--- src/rtl/core/wim_pkg.sv ---
// Shared types and codes of the wide immediate materializer core.
`default_nettype none

package wim_pkg;

  localparam int unsigned VALUE_W   = 64;
  localparam int unsigned PIECE_W   = 16;
  localparam int unsigned SLOT_W    = 2;
  localparam int unsigned REG_W     = 5;
  localparam int unsigned NPIECES   = 4;
  localparam int unsigned S_TDATA_W = 72;
  localparam int unsigned M_TDATA_W = 72;
  localparam int unsigned M_TUSER_W = 3;
  localparam int unsigned CFG_ADDR_W = 2;

  // Instruction kinds on the result stream.
  localparam logic [1:0] OP_MOVZ = 2'd0;
  localparam logic [1:0] OP_MOVN = 2'd1;
  localparam logic [1:0] OP_MOVK = 2'd2;
  localparam logic [1:0] OP_ORR  = 2'd3;

  // Configuration register indexes.
  localparam logic [CFG_ADDR_W-1:0] REG_ALLOW_INV = 2'd0;
  localparam logic [CFG_ADDR_W-1:0] REG_ALLOW_ORR = 2'd1;

  // One classified constant as it waits between the front and back ends.
  typedef struct packed {
    logic [VALUE_W-1:0] value;   // already truncated to the register width
    logic               wide;
    logic [REG_W-1:0]   dreg;
    logic               use_orr;
    logic               inv;
    logic [SLOT_W-1:0]  first;
    logic [NPIECES-1:0] keep_mask; // pieces that still need a move-keep
  } entry_t;

endpackage

`default_nettype wire

--- src/rtl/core/wim_front.sv ---
// Front end: truncates the constant, prices both seeds and checks the bitmask form.
`default_nettype none

module wim_front (
  input  wire logic [wim_pkg::VALUE_W-1:0] value_in,
  input  wire logic                        wide,
  input  wire logic [wim_pkg::REG_W-1:0]   dreg,
  input  wire logic                        allow_inv,
  input  wire logic                        allow_orr,
  output wim_pkg::entry_t                  entry
);

  // A value is a bitmask immediate when it is periodic with some element size e
  // and its cyclic bit transitions number exactly two per element.
  function automatic logic bitmask_imm(input logic [63:0] v, input logic w);
    logic [63:0] r64;
    logic [31:0] v32;
    logic [31:0] r32;
    logic [6:0]  t;
    logic        hit;
    int          k;
    hit = 1'b0;
    v32 = v[31:0];
    if (w) begin
      t = 7'($countones(v ^ {v[62:0], v[63]}));
      for (k = 1; k <= 6; k++) begin
        r64 = (v << (1 << k)) | (v >> (64 - (1 << k)));
        if (r64 == v && t == 7'(128 >> k)) hit = 1'b1;
      end
      hit = hit && (v != '0) && (v != '1);
    end else begin
      t = 7'($countones(v32 ^ {v32[30:0], v32[31]}));
      for (k = 1; k <= 5; k++) begin
        r32 = (v32 << (1 << k)) | (v32 >> (32 - (1 << k)));
        if (r32 == v32 && t == 7'(64 >> k)) hit = 1'b1;
      end
      hit = hit && (v32 != '0) && (v32 != '1);
    end
    return hit;
  endfunction

  logic [wim_pkg::VALUE_W-1:0] value;
  logic [wim_pkg::NPIECES-1:0] nz_flags;
  logic [wim_pkg::NPIECES-1:0] nones_flags;
  logic [wim_pkg::NPIECES-1:0] sel;
  logic [2:0]                  nz;
  logic [2:0]                  nones;
  logic [2:0]                  zcost;
  logic [2:0]                  ncost;
  logic [2:0]                  cost;
  logic                        inv;
  logic                        use_orr;
  logic [wim_pkg::SLOT_W-1:0]  first;
  logic                        found;

  always_comb begin
    value = wide ? value_in : {32'd0, value_in[31:0]};
    for (int i = 0; i < wim_pkg::NPIECES; i++) begin
      nz_flags[i]    = (wide || i < 2) && (value[i*16 +: 16] != 16'h0000);
      nones_flags[i] = (wide || i < 2) && (value[i*16 +: 16] != 16'hffff);
    end
    nz      = 3'($countones(nz_flags));
    nones   = 3'($countones(nones_flags));
    zcost   = (nz == 3'd0) ? 3'd1 : nz;
    ncost   = (nones == 3'd0) ? 3'd1 : nones;
    inv     = allow_inv && (ncost < zcost);
    cost    = inv ? ncost : zcost;
    use_orr = allow_orr && (cost > 3'd1) && bitmask_imm(value, wide);
    sel     = inv ? nones_flags : nz_flags;

    // The seed lands on the lowest piece that needs it, or piece 0 if none does.
    first = '0;
    found = 1'b0;
    for (int i = 0; i < wim_pkg::NPIECES; i++) begin
      if (!found && sel[i]) begin
        first = wim_pkg::SLOT_W'(i);
        found = 1'b1;
      end
    end

    entry.value     = value;
    entry.wide      = wide;
    entry.dreg      = dreg;
    entry.use_orr   = use_orr;
    entry.inv       = inv;
    entry.first     = first;
    entry.keep_mask = use_orr ? '0 : (sel & ~(wim_pkg::NPIECES'(1) << first));
  end

endmodule

`default_nettype wire

--- src/rtl/core/wim_queue.sv ---
// Small queue of classified constants between the front and back ends.
`default_nettype none

module wim_queue #(
  parameter int unsigned DEPTH = 4
) (
  input  wire logic            clk,
  input  wire logic            rst,
  input  wire logic            push,
  input  wim_pkg::entry_t      push_data,
  output logic                 full,
  input  wire logic            pop,
  output wim_pkg::entry_t      pop_data,
  output logic                 avail
);

  localparam int unsigned PTR_W = (DEPTH > 1) ? $clog2(DEPTH) : 1;
  localparam int unsigned CNT_W = $clog2(DEPTH + 1);
  localparam logic [PTR_W-1:0] LAST_PTR = PTR_W'(DEPTH - 1);

  wim_pkg::entry_t   slots [DEPTH];
  logic [PTR_W-1:0]  wr_ptr;
  logic [PTR_W-1:0]  rd_ptr;
  logic [CNT_W-1:0]  count;
  logic              do_push;
  logic              do_pop;

  assign full     = (count == CNT_W'(DEPTH));
  assign avail    = (count != '0);
  assign do_push  = push && !full;
  assign do_pop   = pop && avail;
  assign pop_data = slots[rd_ptr];

  always_ff @(posedge clk) begin
    if (rst) begin
      wr_ptr <= '0;
      rd_ptr <= '0;
      count  <= '0;
    end else begin
      if (do_push) wr_ptr <= (wr_ptr == LAST_PTR) ? '0 : wr_ptr + 1'b1;
      if (do_pop)  rd_ptr <= (rd_ptr == LAST_PTR) ? '0 : rd_ptr + 1'b1;
      if (do_push && !do_pop)      count <= count + 1'b1;
      else if (do_pop && !do_push) count <= count - 1'b1;
    end
  end

  always_ff @(posedge clk) begin
    if (do_push) slots[wr_ptr] <= push_data;
  end

endmodule

`default_nettype wire

--- src/rtl/core/wim_back.sv ---
// Back end: issues the seed or OR instruction, then one move-keep per cycle while the result port is not stalled.
`default_nettype none

module wim_back (
  input  wire logic                          clk,
  input  wire logic                          rst,
  input  wim_pkg::entry_t                    q_data,
  input  wire logic                          q_avail,
  output logic                               q_pop,
  output logic                               m_tvalid,
  input  wire logic                          m_tready,
  output logic [wim_pkg::M_TDATA_W-1:0]      m_tdata,
  output logic [wim_pkg::M_TUSER_W-1:0]      m_tuser,
  output logic                               m_tlast
);

  wim_pkg::entry_t             cur;
  logic                        act;
  logic [wim_pkg::NPIECES-1:0] rem;
  logic [wim_pkg::NPIECES-1:0] rem_next;
  logic [wim_pkg::SLOT_W-1:0]  kslot;
  logic                        out_free;
  logic                        do_keep;
  logic                        do_load;

  logic [1:0]                  o_kind;
  logic [wim_pkg::SLOT_W-1:0]  o_slot;
  logic [wim_pkg::VALUE_W-1:0] o_imm;
  logic                        o_wide;
  logic [wim_pkg::REG_W-1:0]   o_reg;
  logic                        o_last;

  logic [wim_pkg::PIECE_W-1:0] seed_piece;
  logic [wim_pkg::PIECE_W-1:0] keep_piece;

  assign out_free = !m_tvalid || m_tready;
  assign do_keep  = out_free && act;
  assign do_load  = out_free && !act && q_avail;
  assign q_pop    = do_load;

  always_comb begin
    kslot = '0;
    for (int i = wim_pkg::NPIECES - 1; i >= 0; i--) begin
      if (rem[i]) kslot = wim_pkg::SLOT_W'(i);
    end
    rem_next   = rem & ~(wim_pkg::NPIECES'(1) << kslot);
    seed_piece = q_data.value[{q_data.first, 4'b0000} +: 16];
    keep_piece = cur.value[{kslot, 4'b0000} +: 16];
  end

  always_ff @(posedge clk) begin
    if (rst) begin
      m_tvalid <= 1'b0;
      act      <= 1'b0;
    end else if (out_free) begin
      if (act) begin
        m_tvalid <= 1'b1;
        act      <= (rem_next != '0);
      end else if (q_avail) begin
        m_tvalid <= 1'b1;
        act      <= (q_data.keep_mask != '0);
      end else begin
        m_tvalid <= 1'b0;
      end
    end
  end

  always_ff @(posedge clk) begin
    if (do_keep) begin
      rem    <= rem_next;
      o_kind <= wim_pkg::OP_MOVK;
      o_slot <= kslot;
      o_imm  <= {48'd0, keep_piece};
      o_wide <= cur.wide;
      o_reg  <= cur.dreg;
      o_last <= (rem_next == '0);
    end else if (do_load) begin
      cur    <= q_data;
      rem    <= q_data.keep_mask;
      o_wide <= q_data.wide;
      o_reg  <= q_data.dreg;
      o_last <= (q_data.keep_mask == '0);
      if (q_data.use_orr) begin
        o_kind <= wim_pkg::OP_ORR;
        o_slot <= '0;
        o_imm  <= q_data.value;
      end else if (q_data.inv) begin
        o_kind <= wim_pkg::OP_MOVN;
        o_slot <= q_data.first;
        o_imm  <= {48'd0, ~seed_piece};
      end else begin
        o_kind <= wim_pkg::OP_MOVZ;
        o_slot <= q_data.first;
        o_imm  <= {48'd0, seed_piece};
      end
    end
  end

  assign m_tdata = {1'b0, o_reg, o_imm, o_slot};
  assign m_tuser = {o_wide, o_kind};
  assign m_tlast = o_last;

endmodule

`default_nettype wire

--- src/rtl/core/wide_immediate_materializer_core.sv ---
// Top level of the wide immediate materializer: ports, configuration and wiring.
//
// Each accepted constant is turned into the shortest move-wide sequence that
// builds it: a single OR from the zero register when it is a bitmask immediate
// and the sequence would otherwise be longer, or a move-zero or move-inverted
// seed followed by one move-keep per remaining piece. A constant yields one to
// four results and the result port issues one per cycle unless m_tready stalls
// it; that port is the limit on sustained throughput. The input side
// classifies a constant in the cycle it is accepted and takes one per cycle
// while the queue of QUEUE_DEPTH entries has room; the first result is
// presented once the constant has passed the queue and the back end's output
// register. The last result of every constant is marked by m_tlast.
// Configuration registers may be written only while the block is idle.
`default_nettype none

module wide_immediate_materializer_core #(
  parameter int unsigned QUEUE_DEPTH = 4
) (
  input  wire logic                             clk,
  input  wire logic                             rst,
  // Input stream.
  input  wire logic                             s_tvalid,
  output logic                                  s_tready,
  input  wire logic [wim_pkg::S_TDATA_W-1:0]    s_tdata,  // constant_value, dest_reg, zero pad
  input  wire logic                             s_tuser,  // is_wide
  // Result stream.
  output logic                                  m_tvalid,
  input  wire logic                             m_tready,
  output logic [wim_pkg::M_TDATA_W-1:0]         m_tdata,  // piece_slot, imm_value, out_reg, zero pad
  output logic [wim_pkg::M_TUSER_W-1:0]         m_tuser,  // op_kind, out_wide
  output logic                                  m_tlast,  // last_of_run
  // Configuration write port.
  input  wire logic                             cfg_we,
  input  wire logic [wim_pkg::CFG_ADDR_W-1:0]   cfg_addr,
  input  wire logic                             cfg_wdata
);

  logic            allow_inv;
  logic            allow_orr;
  logic            q_full;
  logic            q_avail;
  logic            q_pop;
  wim_pkg::entry_t front_entry;
  wim_pkg::entry_t q_data;

  always_ff @(posedge clk) begin
    if (rst) begin
      allow_inv <= 1'b1;
      allow_orr <= 1'b1;
    end else if (cfg_we) begin
      case (cfg_addr)
        wim_pkg::REG_ALLOW_INV: allow_inv <= cfg_wdata;
        wim_pkg::REG_ALLOW_ORR: allow_orr <= cfg_wdata;
        default: ;
      endcase
    end
  end

  assign s_tready = !q_full;

  wim_front u_front (
    .value_in  (s_tdata[63:0]),
    .wide      (s_tuser),
    .dreg      (s_tdata[68:64]),
    .allow_inv (allow_inv),
    .allow_orr (allow_orr),
    .entry     (front_entry)
  );

  wim_queue #(
    .DEPTH (QUEUE_DEPTH)
  ) u_queue (
    .clk       (clk),
    .rst       (rst),
    .push      (s_tvalid),
    .push_data (front_entry),
    .full      (q_full),
    .pop       (q_pop),
    .pop_data  (q_data),
    .avail     (q_avail)
  );

  wim_back u_back (
    .clk      (clk),
    .rst      (rst),
    .q_data   (q_data),
    .q_avail  (q_avail),
    .q_pop    (q_pop),
    .m_tvalid (m_tvalid),
    .m_tready (m_tready),
    .m_tdata  (m_tdata),
    .m_tuser  (m_tuser),
    .m_tlast  (m_tlast)
  );

endmodule

`default_nettype wire

--- config.mk ---
export PLATFORM = sky130hd
export DESIGN_NAME = wide_immediate_materializer_core
export DESIGN_NICKNAME = d
export VERILOG_FILES = /design/src/rtl/core/wim_pkg.sv /design/src/rtl/core/wim_front.sv /design/src/rtl/core/wim_queue.sv /design/src/rtl/core/wim_back.sv /design/src/rtl/core/wide_immediate_materializer_core.sv
export SDC_FILE = /design/constraint.sdc
export NUM_CORES = 1
export LEC_CHECK = 0
export ABC_AREA = 1
export BUFFER_PORTS_ARGS = -buffer_cell sky130_fd_sc_hd__buf_2
export CAP_MARGIN = 20
export CORE_MARGIN = 10
export CORE_UTILIZATION = 60
export CTS_CLUSTER_DIAMETER = 80
export CTS_CLUSTER_SIZE = 40
export DETAILED_ROUTE_END_ITERATION = 8
export PLACE_DENSITY = 0.79
export SLEW_MARGIN = 20
export SYNTH_ARGS = -nofsm -noshare
export SYNTH_HDL_FRONTEND = slang
export SYNTH_SLANG_ARGS = --single-unit
--- constraint.sdc ---
create_clock -name clk -period 10.4 [get_ports clk]
set_input_delay 2.08 -clock clk [delete_from_list [all_inputs] [get_ports clk]]
set_output_delay 2.08 -clock clk [all_outputs]
set_load 0.1 [all_outputs]
Word level (Yosys, flattened, before mapping)
Memory sizes are Yosys's and may differ from the RTL's. A register that Yosys moved wholly into a read port is not among the register bits.
Cells that the tools add are included.
{"block": "classes", "add_sub_neg": 104, "n_lt_le_gt_ge": 2, "eq_ne": 30, "shifts": 4, "n_mux": 59, "bitwise": 17, "reduce_logical": 58}
{"operator": "$add A7 B7 Y7", "count": 46}
{"operator": "$eq A64 B64 Y1", "count": 5}
{"operator": "$eq A32 B32 Y1", "count": 4}
{"operator": "$mux W64", "count": 2}
{"operator": "$shiftx A64 B7 Y16", "count": 2}
{"operator": "$add A1 B1 Y2", "count": 52}
{"operator": "$ne A16 B16 Y1 const B", "count": 4}
{"operator": "$ne A64 B64 Y1 const B", "count": 1}
{"operator": "$or A64 B16 Y64", "count": 1}
{"operator": "$or A64 B2 Y64", "count": 1}
{"operator": "$or A64 B32 Y64", "count": 1}
{"operator": "$or A64 B4 Y64", "count": 1}
{"operator": "$or A64 B8 Y64", "count": 1}
{"operator": "$reduce_bool A16 Y1", "count": 4}
{"operator": "$reduce_bool A64 Y1", "count": 1}
{"operator": "$xor A64 B64 Y64", "count": 1}
{"operator": "$mux W16", "count": 3}
{"operator": "$ne A32 B32 Y1 const B", "count": 1}
{"operator": "$or A32 B16 Y32", "count": 1}
{"operator": "$or A32 B2 Y32", "count": 1}
{"operator": "$or A32 B4 Y32", "count": 1}
{"operator": "$or A32 B8 Y32", "count": 1}
{"operator": "$reduce_bool A32 Y1", "count": 1}
{"operator": "$xor A32 B32 Y32", "count": 1}
{"operator": "35 further kinds", "count": 137}
{"block": "word_totals", "ff_bits": 160, "ram_bits": 312, "input_bits": 81, "elab_cells": 293, "memories": 1}
{"memory": "u_queue.slots", "depth": 4, "width": 78, "rd": 1, "rd_ports_with_merged_regs": 1, "wr": 1, "line_no": "wim_queue.sv:21", "rtl": "wim_pkg::entry_t slots [DEPTH];"}

Logic depth before layout (Yosys ltp)
{"block": "logic_depth", "word_depth": 24, "depth_mapped": 41, "ltp_nobuf": 38}

Cells and area by module
Synthesis repeated with hierarchy kept, for this count alone.
{"block": "hier_totals", "hier_cells": 3135, "area_unflattened_um2": 28078.2}
{"module": "wim_queue", "instances": 1, "cells_each": 824, "area_per_inst_um2": 12066.6}
{"module": "wim_front", "instances": 1, "cells_each": 1494, "area_per_inst_um2": 8972.4}
{"module": "wim_back", "instances": 1, "cells_each": 803, "area_per_inst_um2": 6944.2}
{"module": "wide_immediate_materializer_core", "instances": 1, "cells_each": 14, "area_per_inst_um2": 95.1}

Worst setup path after synthesis
OpenSTA, ideal clock, no wires.
{"block": "synth_timing", "kind": "in2reg", "start": "input port s_tuser", "end": "memory u_queue.slots[0][1] (netlist name), data pin", "setup_time_ns": 0.276, "arrival_ns": 8.379, "required_time_ns": 10.124, "path_slack_ns": 1.745, "path_stages": 36, "path_cell_list": "buf_6 -> buf_6 -> nand2_2 -> inv_1 -> nand2_1 -> o21ai_0 -> ha_1 -> inv_1 -> fa_1 -> inv_1 -> fa_1 -> inv_1 -> fa_1 -> inv_1 -> fa_1 -> inv_1 -> fa_1 -> fa_1 -> fa_1 -> inv_1 -> ha_1 -> fa_1 -> inv_1 -> nand2_1 -> nor2_1 -> o21ai_0 -> nor2_1 -> nand2_1 -> nor2_1 -> nand3_1 -> nand2_1 -> nor2_1 -> nand2_1 -> nand2_1 -> nand2_2 -> a21oi_1"}
{"item": "from (decl)", "line_no": "wide_immediate_materializer_core.sv:25", "rtl": "input wire logic s_tuser,"}
{"item": "to (decl)", "line_no": "wim_queue.sv:21"}

==> key figures <==
Setup path
  – Crit end category: flop
  – R2r endpoint: u_back.o_imm[12]
  – Slowest-stage cell, CP: fa_1
  – CP Class: primary input to flop
  – Worst endpoint required time: 10.66 ns
  – Cell mode on critical path: fa_1
  – Startpoint class of the critical path: primary input
  – Worst R2R Path Depth: 13
  – Worst-path fanout max: 13
  – Arrival time at the worst endpoint: 9.92 ns
  – Reg2Reg Setup Slack: 5.91 ns
  – CP max stage delay: 0.62 ns

Clock tree
  – Clock Path Buffers: 3
  – Post-CTS Setup Bufs: 0
  – CTS root buffer: clkbuf_16
  – Clock-pin slew on the worst setup and hold paths: 0.14 ns
  – Worst-Skew Late Latency: 0.54 ns
  – CTS Hold Bufs: 0
  – Clock buffer count from CTS: 15
  – H-Tree Depth: 1
  – CTS tree: built
  – CTS-repair resized insts: 0
  – Clock sink count: 474

Logic synthesis
  – Synth area leader: edfxtp_1
  – Synth cell count leaders: nand2_1, edfxtp_1, nor2_1, inv_1, o21ai_0
  – Synth top area share: 44.3%
  – Ys flop type: edfxtp_1
  – Count leader, synth: nand2_1
  – FFs w/ async S/R, synth: 0%
  – Mapped Area: 27900 um2
  – Synth Register Bits: 474
  – Post-synthesis cell count: 3155
  – Count of cell types in the netlist: 48
  – Number of flops mapped to enable cells by yosys: 411
  – Register area share after synthesis: 48.8%
  – Synth warnings: 0
  – Top cells by area, synth: edfxtp_1, nand2_1, fa_1
  – Avg Inst Size Synth: 8.83 um2

Routing
  – # DRC: 0
  – Final wirelength: 103000 um
  – Vias/cell: 6.23
  – Via count: 24500
  – Initial DRC count: 3821
  – WL per Instance: 26.3 um
  – Drt first pass iters: 7
  – ANT nets after route: 0

GRT
  – Largest net degree at the start of global routing: 98
  – GRT Util Overall: 35.7%
  – Number of global-route vias before repair: 23300
  – Initial antenna violation count: 4
  – Grt ovf: 0
  – First-pass GRT wire length: 150000 um

Final layout
  – Largest regs: u_queue.slots x312, u_back.cur x70, u_back.o_imm x64
  – Fin nets: 3606
  – Layout cells sized above 1: 10.8%
  – Largest register FFs: 312
  – Layout area overhead: 8.26%
  – Count of non-filler cells in the finished layout: 3930
  – Most flops, register: u_queue.slots

STA
  – Worst Skew: 0.0165 ns
  – RSZ-0062 raised after global routing: false
  – Max-slew violations: 0
  – Final hold viol count: 0
  – Worst Max-Slew Pin Slew: 1.13 ns
  – Slew headroom: 24.2%
  – Setup TNS: 0 ns
  – Tcrit/Tclk final: 92.9%
  – Min Clock Period, post-route: 9.66 ns
  – Fmax: 104 MHz
  – Final setup viols: 0

Run
  – MaxCap Viol Count: 0

Floorplanning
  – Rows: 78
  – IO Pins: 159
  – Die ar.: 55500 um2
  – Initial Utilization: 61.0%
  – Die Width: 236 um
  – DIE HEIGHT: 236 um
  – Core area: 45700 um2

Placed design
  – Dpl hpwl: 76200 um
  – # placed instances: 3902
  – PortBufs: 154
  – RD Place Congestion: 1.04

Status
  – Outcome: completed

Min path
  – Cells on Worst Hold Path: 2
  – Worst Hold Path EP: u_back.o_imm[49]
  – Hold_sp: u_back.o_imm[49]
  – Tightest Hold Check Type: flop to flop
[final cells by class]
class                   instances  area, um2
inverters                     330       1240
diodes                          2       5.00
clock buffers                  24        409
flip-flops and latches        474      13600
clock inverters                 1       8.76
well taps                     600        751
multi-input cells            2216      12400
repair buffers                283       1760
fillers                      3467      15500
[layout by cell type (no fill, tap or decap), types with 12 or more instances in the layout]
master,count
a21oi_1,133
buf_2,154
buf_4,127
clkbuf_16,15
clkinv_1,13
dfxtp_1,61
edfxtp_1,411
fa_1,83
ha_1,122
inv_1,303
inv_2,13
nand2_1,927
nand2_2,30
nand3_1,140
nand4_1,24
nor2_1,319
nor3_1,12
o211ai_1,23
o21ai_0,200
o22ai_1,56
o311ai_0,16
xnor2_1,20
xor2_1,50
[critical path, delay by kind of cell]
family	cells	cell delay, ns
buffers and inverters	10	1.40
and+or+nand+nor	13	1.32
adders and majority gates	11	4.97
AOI/OAI and AO/OA	1	0.13
[logic make-up after synthesis]
logic type / Yosys count / synth area share (%)
compound gates: 464 / 9.35
other cells: 1 / 0.0135
simple gates: 1472 / 21.2
fa+ha+maj: 205 / 11.4
buf+inv: 469 / 7.01
flops: 474 / 48.8
xor+xnor: 70 / 2.20
[stage by stage]
stage | util, % | hold slack [ns] | instance area, um2 | setup WS, ns
floorplan | - | 0.437 | 27900 | 1.74
global placement | 65.1 | 0.444 | 29700 | 0.380
detailed placement | 65.1 | 0.456 | 29700 | 0.329
CTS | 66.0 | 0.475 | 30100 | 0.868
global route | 66.0 | 0.495 | 30200 | 0.467
finish | 66.1 | 0.472 | 30200 | 0.743
[worst max path at each step]
| stage | from | end | slack [ns] | depth (start not counted) |
|---|---|---|---|---|
| after floorplan | s_tuser | u_queue.slots[0][1] | 1.74 | 36 |
| final | s_tuser | u_queue.slots[1][1] | 0.74 | 35 |
| after global placement | s_tuser | u_queue.slots[3][1] | 0.38 | 36 |
| after detailed placement | s_tuser | u_queue.slots[2][1] | 0.33 | 35 |
| after global routing | s_tuser | u_queue.slots[1][3] | 0.47 | 38 |
| after CTS | s_tuser | u_queue.slots[2][1] | 0.87 | 35 |
[metal layers]
metal | part of all wire [%] | global-route usage (%) | vias to the layer above
li1 | - | - | 10700
met1 | 35 | 44.6 | 11600
met2 | 48 | 59.2 | 1867
met3 | 11 | 5.44 | 357
met4 | 6.4 | 18.7 | 4
met5 | 0.021 | 0 | -
Power is left out: the tool's default activity adds up to more than one toggle a clock period on the data nets, which glitch-free logic cannot reach.
